<file path="src/sv/platform_interrupt_controller_macros.svh">
// Assertion macros shared by the interrupt controller RTL.
// Each macro expects signals named clk and rst_n in the including module.
`ifndef PLATFORM_INTERRUPT_CONTROLLER_MACROS_SVH
`define PLATFORM_INTERRUPT_CONTROLLER_MACROS_SVH

// Same-cycle implication, disabled during reset.
`define PIC_ASSERT_NOW(label, ante, cons, msg) \
    label: assert property (@(posedge clk) disable iff (!rst_n) (ante) |-> (cons)) \
        else $error(msg);

// Next-cycle implication, disabled during reset.
`define PIC_ASSERT_NEXT(label, ante, cons, msg) \
    label: assert property (@(posedge clk) disable iff (!rst_n) (ante) |=> (cons)) \
        else $error(msg);

`endif

</file>
<file path="src/sv/pic_pkg.sv">
// Package for the platform interrupt controller: sizes, codes and the
// structs passed between the sequencer, the priority file and the scan unit.
`timescale 1ns / 1ps

package pic_pkg;

    localparam int NUM_SOURCES = 31;
    localparam int PRIO_W      = 3;
    localparam int IDX_W       = (NUM_SOURCES > 1) ? $clog2(NUM_SOURCES) : 1;
    localparam int ID_W        = $clog2(NUM_SOURCES + 1);
    localparam int WORD_W      = 32;

    typedef enum logic [1:0] {
        FN_TICK  = 2'd0,
        FN_READ  = 2'd1,
        FN_WRITE = 2'd2
    } func_t;

    typedef enum logic [2:0] {
        SEL_PRIO    = 3'd0,
        SEL_THRESH  = 3'd1,
        SEL_ENABLE  = 3'd2,
        SEL_PENDING = 3'd3,
        SEL_CLAIM   = 3'd4
    } sel_t;

    typedef enum logic [1:0] {
        FLT_NONE  = 2'd0,
        FLT_LOAD  = 2'd1,
        FLT_STORE = 2'd2
    } fault_t;

    typedef struct packed {
        logic              en;
        logic [IDX_W-1:0]  addr;
        logic [PRIO_W-1:0] data;
    } prio_wr_t;

    typedef struct packed {
        logic              start;
        logic [PRIO_W-1:0] threshold;
    } scan_cmd_t;

    typedef struct packed {
        logic            busy;
        logic            done;
        logic [ID_W-1:0] best_id;
    } scan_stat_t;

endpackage

</file>
<file path="src/sv/pic_prio_regs.sv">
// Per-source priority register file: one write port, one read port.
// Depends on pic_pkg.
`timescale 1ns / 1ps

module pic_prio_regs (
    input  logic                      clk,
    input  logic                      rst_n,
    input  pic_pkg::prio_wr_t         wr,
    input  logic [pic_pkg::IDX_W-1:0] rd_addr,
    output logic [pic_pkg::PRIO_W-1:0] rd_data
);
    import pic_pkg::*;

    logic [PRIO_W-1:0] prio_reg [NUM_SOURCES];

    always_ff @(posedge clk or negedge rst_n)
    begin
        if (!rst_n)
        begin
            for (int i = 0; i < NUM_SOURCES; i++)
            begin
                prio_reg[i] <= '0;
            end
        end
        else if (wr.en)
        begin
            prio_reg[wr.addr] <= wr.data;
        end
    end

    // addresses past the last source read as zero
    assign rd_data = (rd_addr < IDX_W'(NUM_SOURCES)) ? prio_reg[rd_addr] : '0;

endmodule

</file>
<file path="src/sv/pic_scan.sv">
// Claim scan unit: one shared priority compare stepped over all sources,
// one source per cycle. Depends on pic_pkg.
`timescale 1ns / 1ps

module pic_scan (
    input  logic                        clk,
    input  logic                        rst_n,
    input  pic_pkg::scan_cmd_t          cmd,
    input  logic [pic_pkg::WORD_W-1:0]  pending,
    input  logic [pic_pkg::WORD_W-1:0]  enable,
    input  logic [pic_pkg::PRIO_W-1:0]  prio_rd,
    output logic [pic_pkg::IDX_W-1:0]   addr,
    output pic_pkg::scan_stat_t         stat
);
    import pic_pkg::*;

    logic [IDX_W-1:0]       cnt_reg,  cnt_next;
    logic [PRIO_W-1:0]      top_reg,  top_next;
    logic [ID_W-1:0]        id_reg,   id_next;
    logic                   busy_reg, busy_next;
    logic                   done_reg, done_next;
    logic [NUM_SOURCES-1:0] cand;
    logic                   hit;
    logic                   last;

    // source k is ID k+1
    assign cand = pending[NUM_SOURCES:1] & enable[NUM_SOURCES:1];
    assign hit  = cand[cnt_reg] && (prio_rd > top_reg);
    assign last = (cnt_reg == IDX_W'(NUM_SOURCES - 1));

    always_comb
    begin
        cnt_next  = cnt_reg;
        top_next  = top_reg;
        id_next   = id_reg;
        busy_next = busy_reg;
        done_next = 1'b0;
        if (cmd.start)
        begin
            cnt_next  = '0;
            top_next  = cmd.threshold;
            id_next   = '0;
            busy_next = 1'b1;
        end
        else if (busy_reg)
        begin
            if (hit)
            begin
                top_next = prio_rd;
                id_next  = ID_W'(cnt_reg) + ID_W'(1);
            end
            if (last)
            begin
                busy_next = 1'b0;
                done_next = 1'b1;
            end
            else
            begin
                cnt_next = cnt_reg + IDX_W'(1);
            end
        end
    end

    always_ff @(posedge clk or negedge rst_n)
    begin
        if (!rst_n)
        begin
            cnt_reg  <= '0;
            top_reg  <= '0;
            id_reg   <= '0;
            busy_reg <= 1'b0;
            done_reg <= 1'b0;
        end
        else
        begin
            cnt_reg  <= cnt_next;
            top_reg  <= top_next;
            id_reg   <= id_next;
            busy_reg <= busy_next;
            done_reg <= done_next;
        end
    end

    assign addr         = cnt_reg;
    assign stat.busy    = busy_reg;
    assign stat.done    = done_reg;
    assign stat.best_id = id_reg;

endmodule

</file>
<file path="src/sv/platform_interrupt_controller.sv">
// Platform interrupt controller top level: command sequencer, threshold,
// enable and pending registers, result register. Depends on pic_pkg,
// pic_prio_regs, pic_scan and platform_interrupt_controller_macros.svh.
`timescale 1ns / 1ps
//
// Usage:
//   Slave channel (s_*) takes one command transaction: a tick that loads the
//   raised source vector into the pending mask, a register read or a
//   register write. Master channel (m_*) returns exactly one result
//   transaction per command: read data, fault code and the external
//   interrupt flag (set only on a tick when some ID is claimable).
//   Ticks and claim reads run the claim scan: one source per cycle through a
//   single priority comparator over all NUM_SOURCES (31) sources, and the
//   result then goes to the output register. All other commands give their
//   result in the cycle after acceptance.
//   One command is in flight at a time: s_tready is low while a scan runs and
//   while a result waits in the output register. If the receiver stalls, the
//   result holds and no new command is taken until it is delivered.
//   Reset clears all priorities, the masks and the threshold; no result is
//   pending after reset.
//
module platform_interrupt_controller (
    input  logic        clk,
    input  logic        rst_n,
    input  logic        s_tvalid,
    output logic        s_tready,
    // [5:0] prio_index, [37:6] write_data, [69:38] source_pending, rest zero
    input  logic [71:0] s_tdata,
    // [1:0] func, [4:2] reg_select
    input  logic [4:0]  s_tuser,
    output logic        m_tvalid,
    input  logic        m_tready,
    // [31:0] read_data, [32] ext_irq, rest zero
    output logic [39:0] m_tdata,
    // [1:0] fault
    output logic [1:0]  m_tuser
);
    import pic_pkg::*;

    `include "platform_interrupt_controller_macros.svh"

    typedef enum logic {
        ST_IDLE,
        ST_SCAN
    } state_t;

    state_t              state_reg,  state_next;
    logic [WORD_W-1:0]   pend_reg,   pend_next;
    logic [WORD_W-1:0]   enab_reg,   enab_next;
    logic [PRIO_W-1:0]   thr_reg,    thr_next;
    logic                tick_reg,   tick_next;
    logic                ovld_reg,   ovld_next;
    logic [WORD_W-1:0]   rd_reg,     rd_next;
    fault_t              flt_reg,    flt_next;
    logic                irq_reg,    irq_next;

    logic [5:0]          in_idx;
    logic [WORD_W-1:0]   in_wdata;
    logic [WORD_W-1:0]   in_src;
    func_t               in_func;
    sel_t                in_sel;
    logic                accept;
    logic                idx_ok;
    logic                needs_scan;

    prio_wr_t            prio_wr;
    logic [IDX_W-1:0]    prio_addr;
    logic [PRIO_W-1:0]   prio_rd;
    logic [IDX_W-1:0]    scan_addr;
    scan_cmd_t           scan_cmd;
    scan_stat_t          scan_stat;

    assign in_idx   = s_tdata[5:0];
    assign in_wdata = s_tdata[37:6];
    assign in_src   = s_tdata[69:38];
    assign in_func  = func_t'(s_tuser[1:0]);
    assign in_sel   = sel_t'(s_tuser[4:2]);

    assign s_tready = (state_reg == ST_IDLE) && !ovld_reg;
    assign accept   = s_tvalid && s_tready;
    assign idx_ok   = (in_idx < 6'(NUM_SOURCES));

    assign needs_scan = (in_func == FN_TICK) ||
                        ((in_func == FN_READ) && (in_sel == SEL_CLAIM));

    assign prio_wr.en   = accept && (in_func == FN_WRITE) && (in_sel == SEL_PRIO) && idx_ok;
    assign prio_wr.addr = in_idx[IDX_W-1:0];
    assign prio_wr.data = in_wdata[PRIO_W-1:0];

    assign prio_addr = scan_stat.busy ? scan_addr : in_idx[IDX_W-1:0];

    assign scan_cmd.start     = accept && needs_scan;
    assign scan_cmd.threshold = thr_reg;

    pic_prio_regs u_prio (
        .clk     (clk),
        .rst_n   (rst_n),
        .wr      (prio_wr),
        .rd_addr (prio_addr),
        .rd_data (prio_rd)
    );

    pic_scan u_scan (
        .clk     (clk),
        .rst_n   (rst_n),
        .cmd     (scan_cmd),
        .pending (pend_reg),
        .enable  (enab_reg),
        .prio_rd (prio_rd),
        .addr    (scan_addr),
        .stat    (scan_stat)
    );

    always_comb
    begin
        state_next = state_reg;
        pend_next  = pend_reg;
        enab_next  = enab_reg;
        thr_next   = thr_reg;
        tick_next  = tick_reg;
        ovld_next  = ovld_reg;
        rd_next    = rd_reg;
        flt_next   = flt_reg;
        irq_next   = irq_reg;

        if (ovld_reg && m_tready)
        begin
            ovld_next = 1'b0;
        end

        case (state_reg)
            ST_IDLE:
            begin
                if (accept)
                begin
                    rd_next  = '0;
                    flt_next = FLT_NONE;
                    irq_next = 1'b0;
                    if (needs_scan)
                    begin
                        state_next = ST_SCAN;
                        tick_next  = (in_func == FN_TICK);
                        if (in_func == FN_TICK)
                        begin
                            pend_next = in_src;
                        end
                    end
                    else
                    begin
                        ovld_next = 1'b1;
                        case (in_func)
                            FN_READ:
                            begin
                                case (in_sel)
                                    SEL_PRIO:
                                    begin
                                        if (idx_ok)
                                        begin
                                            rd_next = WORD_W'(prio_rd);
                                        end
                                        else
                                        begin
                                            flt_next = FLT_LOAD;
                                        end
                                    end
                                    SEL_THRESH:  rd_next  = WORD_W'(thr_reg);
                                    SEL_ENABLE:  rd_next  = enab_reg;
                                    SEL_PENDING: rd_next  = pend_reg;
                                    default:     flt_next = FLT_LOAD;
                                endcase
                            end
                            FN_WRITE:
                            begin
                                case (in_sel)
                                    SEL_PRIO:
                                    begin
                                        if (!idx_ok)
                                        begin
                                            flt_next = FLT_STORE;
                                        end
                                    end
                                    SEL_THRESH: thr_next  = in_wdata[PRIO_W-1:0];
                                    SEL_ENABLE: enab_next = {in_wdata[WORD_W-1:1], 1'b0};
                                    SEL_CLAIM:
                                    begin
                                        // completion of IDs 1..31 only
                                        if ((in_wdata[WORD_W-1:5] == '0) && (in_wdata[4:0] != '0))
                                        begin
                                            pend_next = pend_reg & ~(WORD_W'(1) << in_wdata[4:0]);
                                        end
                                    end
                                    default: flt_next = FLT_STORE;
                                endcase
                            end
                            default: ;
                        endcase
                    end
                end
            end
            ST_SCAN:
            begin
                if (scan_stat.done)
                begin
                    state_next = ST_IDLE;
                    ovld_next  = 1'b1;
                    if (tick_reg)
                    begin
                        irq_next = (scan_stat.best_id != '0);
                    end
                    else
                    begin
                        rd_next = WORD_W'(scan_stat.best_id);
                    end
                end
            end
            default: state_next = ST_IDLE;
        endcase
    end

    always_ff @(posedge clk or negedge rst_n)
    begin
        if (!rst_n)
        begin
            state_reg <= ST_IDLE;
            pend_reg  <= '0;
            enab_reg  <= '0;
            thr_reg   <= '0;
            tick_reg  <= 1'b0;
            ovld_reg  <= 1'b0;
            rd_reg    <= '0;
            flt_reg   <= FLT_NONE;
            irq_reg   <= 1'b0;
        end
        else
        begin
            state_reg <= state_next;
            pend_reg  <= pend_next;
            enab_reg  <= enab_next;
            thr_reg   <= thr_next;
            tick_reg  <= tick_next;
            ovld_reg  <= ovld_next;
            rd_reg    <= rd_next;
            flt_reg   <= flt_next;
            irq_reg   <= irq_next;
        end
    end

    assign m_tvalid = ovld_reg;
    assign m_tdata  = {7'b0, irq_reg, rd_reg};
    assign m_tuser  = flt_reg;

    `PIC_ASSERT_NOW(a_ready_excl, s_tready, !m_tvalid && !scan_stat.busy,
        "command taken while a result or scan is outstanding")
    `PIC_ASSERT_NOW(a_done_in_scan, scan_stat.done, state_reg == ST_SCAN,
        "scan finished outside of scan state")
    `PIC_ASSERT_NEXT(a_direct_result, accept && !needs_scan, m_tvalid,
        "direct command did not produce a result next cycle")
    `PIC_ASSERT_NEXT(a_scan_start, scan_cmd.start, scan_stat.busy && !m_tvalid,
        "scan did not start after a tick or claim read")
    `PIC_ASSERT_NOW(a_fault_clean, m_tvalid && (m_tuser != FLT_NONE),
        (m_tdata[31:0] == '0) && !m_tdata[32],
        "faulted result carries data or interrupt")

endmodule
</file>
<file path="config.mk">
export PLATFORM = sky130hd
export DESIGN_NAME = platform_interrupt_controller
export DESIGN_NICKNAME = d
export VERILOG_FILES = /design/src/sv/pic_pkg.sv /design/src/sv/pic_prio_regs.sv /design/src/sv/pic_scan.sv /design/src/sv/platform_interrupt_controller.sv
export VERILOG_INCLUDE_DIRS = /design/src /design/src/sv
export SDC_FILE = /design/constraint.sdc
export NUM_CORES = 1
export LEC_CHECK = 0
export ABC_AREA = 0
export BUFFER_PORTS_ARGS = -buffer_cell sky130_fd_sc_hd__buf_2
export CORE_MARGIN = 2
export CORE_UTILIZATION = 55
export DETAILED_ROUTE_END_ITERATION = 12
export HOLD_SLACK_MARGIN = 0.03
export PLACE_DENSITY = 0.76
export SYNTH_ARGS = -nofsm -noshare
export SYNTH_HDL_FRONTEND = slang
export SYNTH_SLANG_ARGS = --single-unit
</file>
<file path="constraint.sdc">
create_clock -name clk -period 8 [get_ports clk]
set_clock_uncertainty 0.15 [all_clocks]
set_input_delay 2.4 -clock clk [delete_from_list [all_inputs] [get_ports clk]]
set_output_delay 2.4 -clock clk [all_outputs]
set_load 0.02 [all_outputs]
</file>
==> results of run 1 <==
report_power, final:
part           internal (W)  switching [W]  total [W]
registers           0.00119       0.000127    0.00132
logic              0.000371       0.000691    0.00106
clock network      0.000665       0.000424    0.00109
total               0.00223        0.00124    0.00347
worst paths after layout:
path                            cells past startpoint  slack [ps]            endpoint            from
min in group asynchronous                           1        1840          rd_reg[27]           rst_n
worst min register to register                      2         320          rd_reg[23]      rd_reg[23]
max in group asynchronous                           2        4430  u_prio.prio_reg[7]           rst_n
worst max register to register                     11        3270   u_scan.top_reg[2]  u_scan.addr[1]
worst min-delay path                                2         320          rd_reg[23]      rd_reg[23]
worst max-delay path                               12        2190   u_scan.top_reg[2]      s_tdata[1]
per-stage QoR:
stage	setup WS (ps)	cells	utilization, %	hold slack (ps)
6_report	2190	1425	63.7	320
5_1_grt	1990	1425	63.7	345
4_1_cts	2260	1424	63.7	324
3_5_place_dp	1720	1383	59.7	311
3_3_place_gp	1850	1383	59.7	306
2_1_floorplan	2400	1074	-	314
final cells by class:
class	count	area, µm²
flip-flops and latches	212	5310
inverters	15	56.3
diodes	1	2.50
well taps	265	332
repair buffers	127	674
fillers	1564	7110
multi-input cells	764	5320
clock buffers	33	693
clock inverters	8	93.8
worst max-delay path: cells and delay by family:
kind                     cells  cell delay (ps)
AO/OA/AOI/OAI                5             1670
adder cells (fa/ha/maj)      1              320
buffers and inverters        1              230
multiplexers                 3             1290
AND/OR/NAND/NOR              2              120
cells in the final DEF, fill, tap and decap left out, types with 7 or more instances in the layout:
cell	instances
nand2b_1	9
a31oi_1	10
nor3b_1	7
inv_1	15
nand2_1	161
nor4_1	8
clkbuf_8	9
a21oi_1	57
mux2_2	136
a211oi_1	7
mux2i_1	32
a22oi_1	34
nor3_1	11
buf_4	12
nand3_1	28
nand4_1	8
conb_1	7
buf_2	114
clkbuf_16	23
o31ai_1	37
nor2_1	42
o21ai_0	57
nor2b_1	13
ha_1	7
dfrtp_1	212
kinds of logic after synthesis:
group | count (synthesis)
AO/OA/AOI/OAI | 243
XOR/XNOR | 6
adder cells (fa/ha/maj) | 8
buffers and inverters | 98
flip-flops | 212
multiplexers | 177
other | 1
AND/OR/NAND/NOR | 323
metal layers:
layer	part of all wire [%]	global-route usage (%)
met5	0	0
met4	3.8	10.4
met3	6.5	4.36
met2	48	44.1
met1	42	36.5
==> impl_metrics.env, run 1 <==
export IMPL_cts_sink_count=212
export IMPL_cts_setup_buffers=0
export IMPL_viasPerCell=6.24
export IMPL_synth_most_common_cell="dfrtp_1"
export IMPL_hold_viol_final=0
export IMPL_gp_congestion=0.891
export IMPL_synth_area_leaders="dfrtp_1 48%, mux2_2 14%, nand2_1 5.5%"
export IMPL_placed_cell_area_um2=11700
export IMPL_synth_compound_area_share_pct=14.3
export IMPL_grt_overflow_total=0
export IMPL_drive_above_1_share_pct=28.1
export IMPL_root_buffer="clkbuf_16"
export IMPL_cp_slowest_stage_delay_ps=780
export IMPL_vdd_drop_max_mv=0.215
export IMPL_min_period_over_period_pct=72.7
export IMPL_maxSlewViolCount=0
export IMPL_cts_max_path_buffers=3
export IMPL_power_w=0.00347
export IMPL_slowest_stage="o31ai_1"
export IMPL_start_util_pct=56.3
export IMPL_vias=8885
export IMPL_first_pass_iters=7
export IMPL_yosysTopAreaCell="dfrtp_1"
export IMPL_fp_dieW_um=146
export IMPL_synth_top_area_share_pct=48.1
export IMPL_async_flop_share_pct=100
export IMPL_cts_buffers_inserted=23
export IMPL_p_per_area_nw_per_um2=278
export IMPL_cts_tree="yes"
export IMPL_syn_area_per_cell_um2=10.3
export IMPL_yosys_register_bits=212
export IMPL_antenna_found_initial=1
export IMPL_fin_setup_tns_ps=0
export IMPL_largest_reg_flops=93
export IMPL_start_kind="input pin"
export IMPL_synthMuxAreaShare_pct=18.4
export IMPL_cts_resized=0
export IMPL_leakage_nw=5.81
export IMPL_grt_max_degree=109
export IMPL_slew_headroom_pct=22.6
export IMPL_synth_top_family_by_area="multiplexers"
export IMPL_first_global_vias=8833
export IMPL_wl_per_cell_um=20.4
export IMPL_syn_inst=1068
export IMPL_drt_total_wl_um=29000
export IMPL_io_pins=125
export IMPL_placementRows=51
export IMPL_cp_max_fo=34
export IMPL_synth_xor_area_share_pct=0.476
export IMPL_fmax_mhz=172
export IMPL_place_hpwl_um=19600
export IMPL_synth_edf_count=0
export IMPL_grt_use_total_pct=27.0
export IMPL_syn_to_final_growth_pct=13.1
export IMPL_cp_arrival_ps=6060
export IMPL_path_cells="buf_2 > mux2_4 > mux2i_1 > mux4_2 > a211oi_1 > a31oi_1 > ha_1 > nand2_1 > nand2_1 > o31ai_1 > a31oi_1 > o31ai_1"
export IMPL_drt_iter0_drc=898
export IMPL_insertion_delay_ps=500
export IMPL_synth_fa_ha_area_share_pct=0.885
export IMPL_crit_type="in -> reg"
export IMPL_setup_viol=0
export IMPL_postCtsHoldBufs=0
export IMPL_io_buffers=115
export IMPL_drt_antenna_violating_nets=0
export IMPL_synth_commonest_cells="212 x dfrtp_1, 162 x nand2_1, 136 x mux2_2, 57 x a21oi_1, 57 x o21ai_0"
export IMPL_fin_crit_ps=5810
export IMPL_grt_pass1_wl_um=46500
export IMPL_synth_ff_type="dfrtp_1"
export IMPL_die_y_um=146
export IMPL_hold_path_class="reg -> reg"
export IMPL_cp_required_ps=8250
export IMPL_dieArea_um2=21200
export IMPL_yosys_warnings=0
export IMPL_nets=1231
export IMPL_synthDistinctLibCells=70
export IMPL_yosys_area_share_simple_pct=13.8
export IMPL_drc=0
export IMPL_syn_area_um2=11000
export IMPL_drv_cap=0
export IMPL_final_cell_area_um2=12500
export IMPL_path_clk_slew_ps=60
export IMPL_core_um2=19600
export IMPL_cp_end_kind="register"
export IMPL_grt_setup_unrepaired="false"
export IMPL_ys_seq_area_share_pct=48.1
export IMPL_status="finished, final reports clean"
export IMPL_cts_max_level=1
export IMPL_tightest_slew_ps=1160
Power figures use the tool's default switching activity.
==> run 2: changes to the inputs <==
--- a/config.mk
+++ b/config.mk
@@ -6,7 +6,7 @@
 export SDC_FILE = /design/constraint.sdc
 export NUM_CORES = 1
 export LEC_CHECK = 0
-export ABC_AREA = 0
+export ABC_AREA = 1
 export BUFFER_PORTS_ARGS = -buffer_cell sky130_fd_sc_hd__buf_2
 export CORE_MARGIN = 2
 export CORE_UTILIZATION = 55
==> constraint.sdc (replaced) <==
create_clock -name clk -period 6.1 [get_ports clk]
set_clock_uncertainty 0.15 [all_clocks]
set_input_delay 1.83 -clock clk [delete_from_list [all_inputs] [get_ports clk]]
set_output_delay 1.83 -clock clk [all_outputs]
set_load 0.02 [all_outputs]
==> run 2 against run 1 <==
Compared with the run above: worst hold slack better by 1.5 ps; critical path depth stayed put; combinational power is 83% higher; setup slack worse by 690 ps; synthesized area is 2.1% lower; critical path type unchanged; critical endpoint is now u_scan.addr[2].
==> impl_metrics.env, run 2 <==
export IMPL_root_buffer="clkbuf_16"
export IMPL_grt_max_degree=114
export IMPL_fin_setup_tns_ps=0
export IMPL_cts_setup_buffers=0
export IMPL_maxSlewViolCount=0
export IMPL_cts_buffers_inserted=24
export IMPL_reg2reg_setup_slack_ps=1830
export IMPL_first_global_vias=9386
export IMPL_fp_dieW_um=144
export IMPL_endpoint="u_scan.addr[2]"
export IMPL_synth_compound_area_share_pct=14.5
export IMPL_gp_congestion=0.917
export IMPL_largest_reg_flops=93
export IMPL_placementRows=51
export IMPL_placed_cell_area_um2=11500
export IMPL_syn_area_per_cell_um2=7.74
export IMPL_grt_pass1_wl_um=48900
export IMPL_leakage_nw=5.96
export IMPL_antenna_cells=0
export IMPL_final_cell_area_um2=12400
export IMPL_synth_top_area_share_pct=49.1
export IMPL_die_y_um=144
export IMPL_synth_fa_ha_area_share_pct=0.811
export IMPL_fmax_mhz=217
export IMPL_synth_area_leaders="dfrtp_1 49%, nand2_1 14%, o21ai_0 7.9%"
export IMPL_reg2reg_depth=18
export IMPL_power_w=0.00531
export IMPL_grt_use_total_pct=29.9
export IMPL_yosys_warnings=0
export IMPL_yosys_register_bits=212
export IMPL_synth_edf_count=0
export IMPL_status="finished, final reports clean"
export IMPL_drt_total_wl_um=31000
export IMPL_final_common_cell="nand2_1"
export IMPL_setup_viol=0
export IMPL_cts_sink_count=212
export IMPL_placed_cells=1720
export IMPL_viasPerCell=5.77
export IMPL_insertion_delay_ps=530
export IMPL_cts_resized=0
export IMPL_ys_seq_area_share_pct=49.1
export IMPL_first_pass_iters=7
export IMPL_synth_ff_type="dfrtp_1"
export IMPL_r2r_end="u_scan.top_reg[2]"
export IMPL_antenna_found_initial=1
export IMPL_yosys_area_share_simple_pct=27.4
export IMPL_syn_inst=1395
export IMPL_cts_tree="yes"
export IMPL_cp_required_ps=6390
export IMPL_grt_overflow_total=0
export IMPL_mostFrequentLayoutCells="398 x nand2_1, 212 x dfrtp_1, 171 x o21ai_0"
export IMPL_io_buffers=115
export IMPL_hold_viol_final=0
export IMPL_cts_max_level=1
export IMPL_syn_to_final_growth_pct=14.5
export IMPL_vias=10200
export IMPL_min_from="pend_reg[0]"
export IMPL_core_um2=19300
export IMPL_cp_arrival_ps=4900
export IMPL_io_pins=125
export IMPL_synthMuxAreaShare_pct=0
export IMPL_drt_antenna_violating_nets=0
export IMPL_wl_per_cell_um=17.6
export IMPL_synth_most_common_cell="nand2_1"
export IMPL_fin_crit_ps=4600
export IMPL_start_util_pct=55.8
export IMPL_synth_top_family_by_area="simple AND/OR/NAND/NOR gates"
export IMPL_postCtsHoldBufs=0
export IMPL_place_hpwl_um=20000
export IMPL_syn_area_um2=10800
export IMPL_async_flop_share_pct=100
export IMPL_yosysTopAreaCell="dfrtp_1"
export IMPL_nets=1569
export IMPL_drv_cap=0
export IMPL_drive_above_1_share_pct=13.3
export IMPL_drt_iter0_drc=1143
export IMPL_slew_headroom_pct=12.9
export IMPL_r2r_start="u_scan.addr[0]"
export IMPL_vdd_drop_max_mv=0.220
export IMPL_min_period_over_period_pct=75.5
export IMPL_dieArea_um2=20800
export IMPL_crit_type="in -> reg"
export IMPL_drc=0
export IMPL_p_per_area_nw_per_um2=430
export IMPL_tightest_slew_ps=1310
export IMPL_start_kind="input pin"
export IMPL_cp_end_kind="register"
export IMPL_hold_path_class="reg -> reg"
export IMPL_cts_max_path_buffers=3
export IMPL_grt_setup_unrepaired="false"
export IMPL_cp_max_fo=33
export IMPL_utilization_pct=63.9
export IMPL_crit_start="s_tuser[3]"
export IMPL_synthDistinctLibCells=42
export IMPL_path_clk_slew_ps=60
export IMPL_fin_cells=1762
export IMPL_synth_xor_area_share_pct=0.162
export IMPL_synth_commonest_cells="399 x nand2_1, 212 x dfrtp_1, 171 x o21ai_0, 154 x nand3_1, 127 x inv_1"
export IMPL_fill_cells=1697
==> run 2: changes by cell type after synthesis, sizes merged, moves of 10 or more <==
cell,before,now
a22oi,34,1
nor2b,13,0
mux2,138,0
o22ai,4,18
o21ai,59,180
nand4,8,31
o31ai,38,0
nand2,162,411
nor3b,10,0
mux2i,33,0
inv,15,131
nand3,29,157
==> run 2: how the worst min path moves through the flow <==
stage	endpoint	depth (start not counted)	slack (ps)
CTS	pend_reg[0]	2	320
floorplan	pend_reg[0]	2	290
global placement	pend_reg[0]	2	310
global route	rd_reg[4]	2	350
finish	pend_reg[0]	2	320
detailed placement	pend_reg[0]	2	310
==> run 2: layout make-up <==
type | instances | area [µm²] | area share [%]
Clock buffer | 35 | 713 | 5.77
Clock inverter | 7 | 135 | 1.09
Inverter | 137 | 514 | 4.16
Multi-Input combinational cell | 980 | 4670 | 37.8
Sequential cell | 212 | 5310 | 42.9
Tap cell | 265 | 332 | 2.68
Timing Repair Buffer | 126 | 692 | 5.60
==> run 2: report_power, final <==
group | internal (W) | switching, W | total (W)
Combinational | 0.000602 | 0.00134 | 0.00194
Clock | 0.000974 | 0.000582 | 0.00156
Sequential | 0.00162 | 0.000193 | 0.00182
Total | 0.00320 | 0.00211 | 0.00531
==> run 2: cells by family after synthesis <==
group                      after synthesis
other                                    1
adders and majority gates                7
buffers and inverters                  209
xor gates and xnor gates                 2
AOI/OAI and AO/OA                      288
and+or+nand+nor                        676
DFF                                    212
==> run 2: per-layer routing <==
layer / up-vias / global-route usage, % / wire length (µm)
met2: 497 / 44.9 / 13800
met4: 0 / 8.36 / 680
li1: 4797 / - / -
met3: 59 / 4.37 / 2750
met5: - / 0 / 0
met1: 4816 / 45.5 / 13800
==> run 2: per-stage QoR <==
step / hold WS [ps] / worst slack, ps
CTS: 324 / 1620
floorplan: 292 / 2100
global route: 349 / 1290
detailed placement: 309 / 1130
finish: 321 / 1500
global placement: 306 / 1210
==> run 2: critical path, cell delays in order <==
cell	delay, ps
buf_2	120
nor2_1	210
inv_2	80
nor2_1	260
nand2_1	150
nand2_1	140
inv_1	450
nor2_2	460
clkinv_1	510
nand2_1	480
nand2_1	110
o21ai_0	90
==> run 3: changes to the inputs <==
--- a/config.mk
+++ b/config.mk
@@ -9,7 +9,7 @@
 export ABC_AREA = 1
 export BUFFER_PORTS_ARGS = -buffer_cell sky130_fd_sc_hd__buf_2
 export CORE_MARGIN = 2
-export CORE_UTILIZATION = 55
+export CORE_UTILIZATION = 53
 export DETAILED_ROUTE_END_ITERATION = 12
 export HOLD_SLACK_MARGIN = 0.03
 export PLACE_DENSITY = 0.76
==> constraint.sdc (replaced) <==
create_clock -name clk -period 4.2 [get_ports clk]
set_clock_uncertainty 0.15 [all_clocks]
set_input_delay 1.26 -clock clk [delete_from_list [all_inputs] [get_ports clk]]
set_output_delay 1.26 -clock clk [all_outputs]
set_load 0.02 [all_outputs]
==> run 3 against run 2 <==
Compared with the run above: routed wire length down 0.38%; combinational power up 54%; first-iteration DRC count down 6.3%; largest power group unchanged; highest routed layer unchanged.
==> impl_metrics.env, run 3 (synthesis results as in run 2) <==
export IMPL_tightest_slew_ps=812
export IMPL_use_met2_pct=43.0
export IMPL_gp_congestion=0.900
export IMPL_crit_path_frequent_cell="nand2_1"
export IMPL_fmax_mhz=280
export IMPL_cts_resized=0
export IMPL_cts_setup_buffers=0
export IMPL_cp_top_family="simple AND/OR/NAND/NOR gates"
export IMPL_place_hpwl_um=20900
export IMPL_cts_max_path_buffers=3
export IMPL_path_clk_slew_ps=60
export IMPL_placementRows=52
export IMPL_utilization_pct=62.3
export IMPL_p_per_area_nw_per_um2=612
export IMPL_cp_max_fo=38
export IMPL_min_period_over_period_pct=85.0
export IMPL_vias=10200
export IMPL_grt_pass1_wl_um=49400
export IMPL_antenna_cells=0
export IMPL_placed_cell_area_um2=11700
export IMPL_slew_headroom_pct=45.6
export IMPL_drive_above_1_share_pct=15.0
export IMPL_dieArea_um2=21500
export IMPL_fin_setup_tns_ps=0
export IMPL_nets=1595
export IMPL_grt_use_met3_pct=4.69
export IMPL_cp_required_ps=4450
export IMPL_grt_setup_unrepaired="false"
export IMPL_viasPerCell=5.70
export IMPL_cts_sink_count=212
export IMPL_drt_antenna_violating_nets=0
export IMPL_crit_type="reg -> reg"
export IMPL_drc=0
export IMPL_cts_max_level=1
export IMPL_largest_reg_flops=93
export IMPL_final_common_cell="nand2_1"
export IMPL_postCtsHoldBufs=0
export IMPL_insertion_delay_ps=520
export IMPL_antenna_found_initial=0
export IMPL_vdd_drop_max_mv=0.350
export IMPL_fp_dieW_um=147
export IMPL_use_met1_pct=42.3
export IMPL_first_pass_iters=7
export IMPL_core_um2=20100
export IMPL_hold_viol_final=0
export IMPL_cp_slowest_stage_delay_ps=780
export IMPL_die_y_um=147
export IMPL_fin_crit_ps=3570
export IMPL_syn_to_final_growth_pct=16.0
export IMPL_drt_total_wl_um=30800
export IMPL_start_kind="register"
export IMPL_path_cells="nand2_1 > buf_4 > nand2_1 > buf_12 > nand2_1 > nand3_1 > o21ai_0 > nand2_1 > a31oi_1 > nor2_1 > inv_1 > ha_1 > nand3_2 > nor2_2 > nor2_4 > nand2_4 > nand2_2 > nand2_1 > nand2_1"
export IMPL_grt_busiest_layer="met2"
export IMPL_grt_use_total_pct=28.5
export IMPL_cp_arrival_ps=3820
export IMPL_io_pins=125
export IMPL_drv_cap=0
export IMPL_io_buffers=115
export IMPL_maxSlewViolCount=0
export IMPL_slowest_stage="dfrtp_1"
export IMPL_status="finished, final reports clean"
export IMPL_cp_end_kind="register"
export IMPL_mostFrequentLayoutCells="398 x nand2_1, 212 x dfrtp_1, 171 x o21ai_0"
export IMPL_wl_per_cell_um=17.2
export IMPL_drt_iter0_drc=1071
export IMPL_first_global_vias=9300
export IMPL_final_cell_area_um2=12500
export IMPL_cts_tree="yes"
export IMPL_start_util_pct=53.7
export IMPL_cts_buffers_inserted=23
export IMPL_root_buffer="clkbuf_16"
export IMPL_reg2reg_setup_slack_ps=630
export IMPL_setup_viol=0
export IMPL_grt_max_degree=93
export IMPL_crit_buf_inv=3
export IMPL_leakage_nw=6.07
export IMPL_hold_path_class="reg -> reg"
export IMPL_fill_cells=1765
export IMPL_grt_overflow_total=0
run 3: changes by cell type in the layout (fill, tap and decap cells not counted), sizes merged:
cell	previous run	this run
buf	125	152
bufinv	4	2
clkbuf	36	34
clkinv	9	10
clkinvlp	0	2
run 3: through the flow:
stage                     std cells  total power, W  setup slack (ps)  hold slack (ps)
after floorplan                1401         0.00463               774              292
after global placement         1752         0.00545               254              306
after detailed placement       1752         0.00552               188              310
after CTS                      1793         0.00763               733              324
after global routing           1793         0.00811               405              345
final                          1793         0.00767               632              324
run 3: final timing paths:
check / startpoint / end / depth (start not counted)
setup / recovery: u_scan.busy_reg / u_scan.top_reg[1] / 19
hold / removal: pend_reg[0] / pend_reg[0] / 2
setup reg to reg: u_scan.busy_reg / u_scan.top_reg[1] / 19
hold reg to reg: pend_reg[0] / pend_reg[0] / 2
max in group asynchronous: rst_n / rd_reg[29] / 2
min in group asynchronous: rst_n / u_prio.prio_reg[75] / 1
run 3: final cells by class:
cell class / count / area (µm²) / area share (%)
timing repair buffer: 153 / 907 / 7.24
clock buffer: 33 / 693 / 5.53
sequential: 212 / 5310 / 42.4
clock inverter: 8 / 95.1 / 0.759
tap: 270 / 338 / 2.70
multi-input combinational: 980 / 4670 / 37.3
inverter: 137 / 514 / 4.11
run 3: tightest hold or removal path, stage by stage (launching register included):
cell and delay, ps:
dfrtp_1 340, nand2_1 60, nand2_1 50
run 3: where the power goes:
part	switching, W	internal [W]
logic	0.00203	0.000951
clock network	0.000833	0.00126
registers	0.000227	0.00236
run 3: routing by layer:
layer | wire length (µm) | part of all wire [%] | vias to the layer above
li1 | - | - | 4846
met1 | 13600 | 44 | 4795
met2 | 13500 | 44 | 497
met3 | 2640 | 8.6 | 79
met4 | 1030 | 3.4 | 0
met5 | 0 | 0 | -
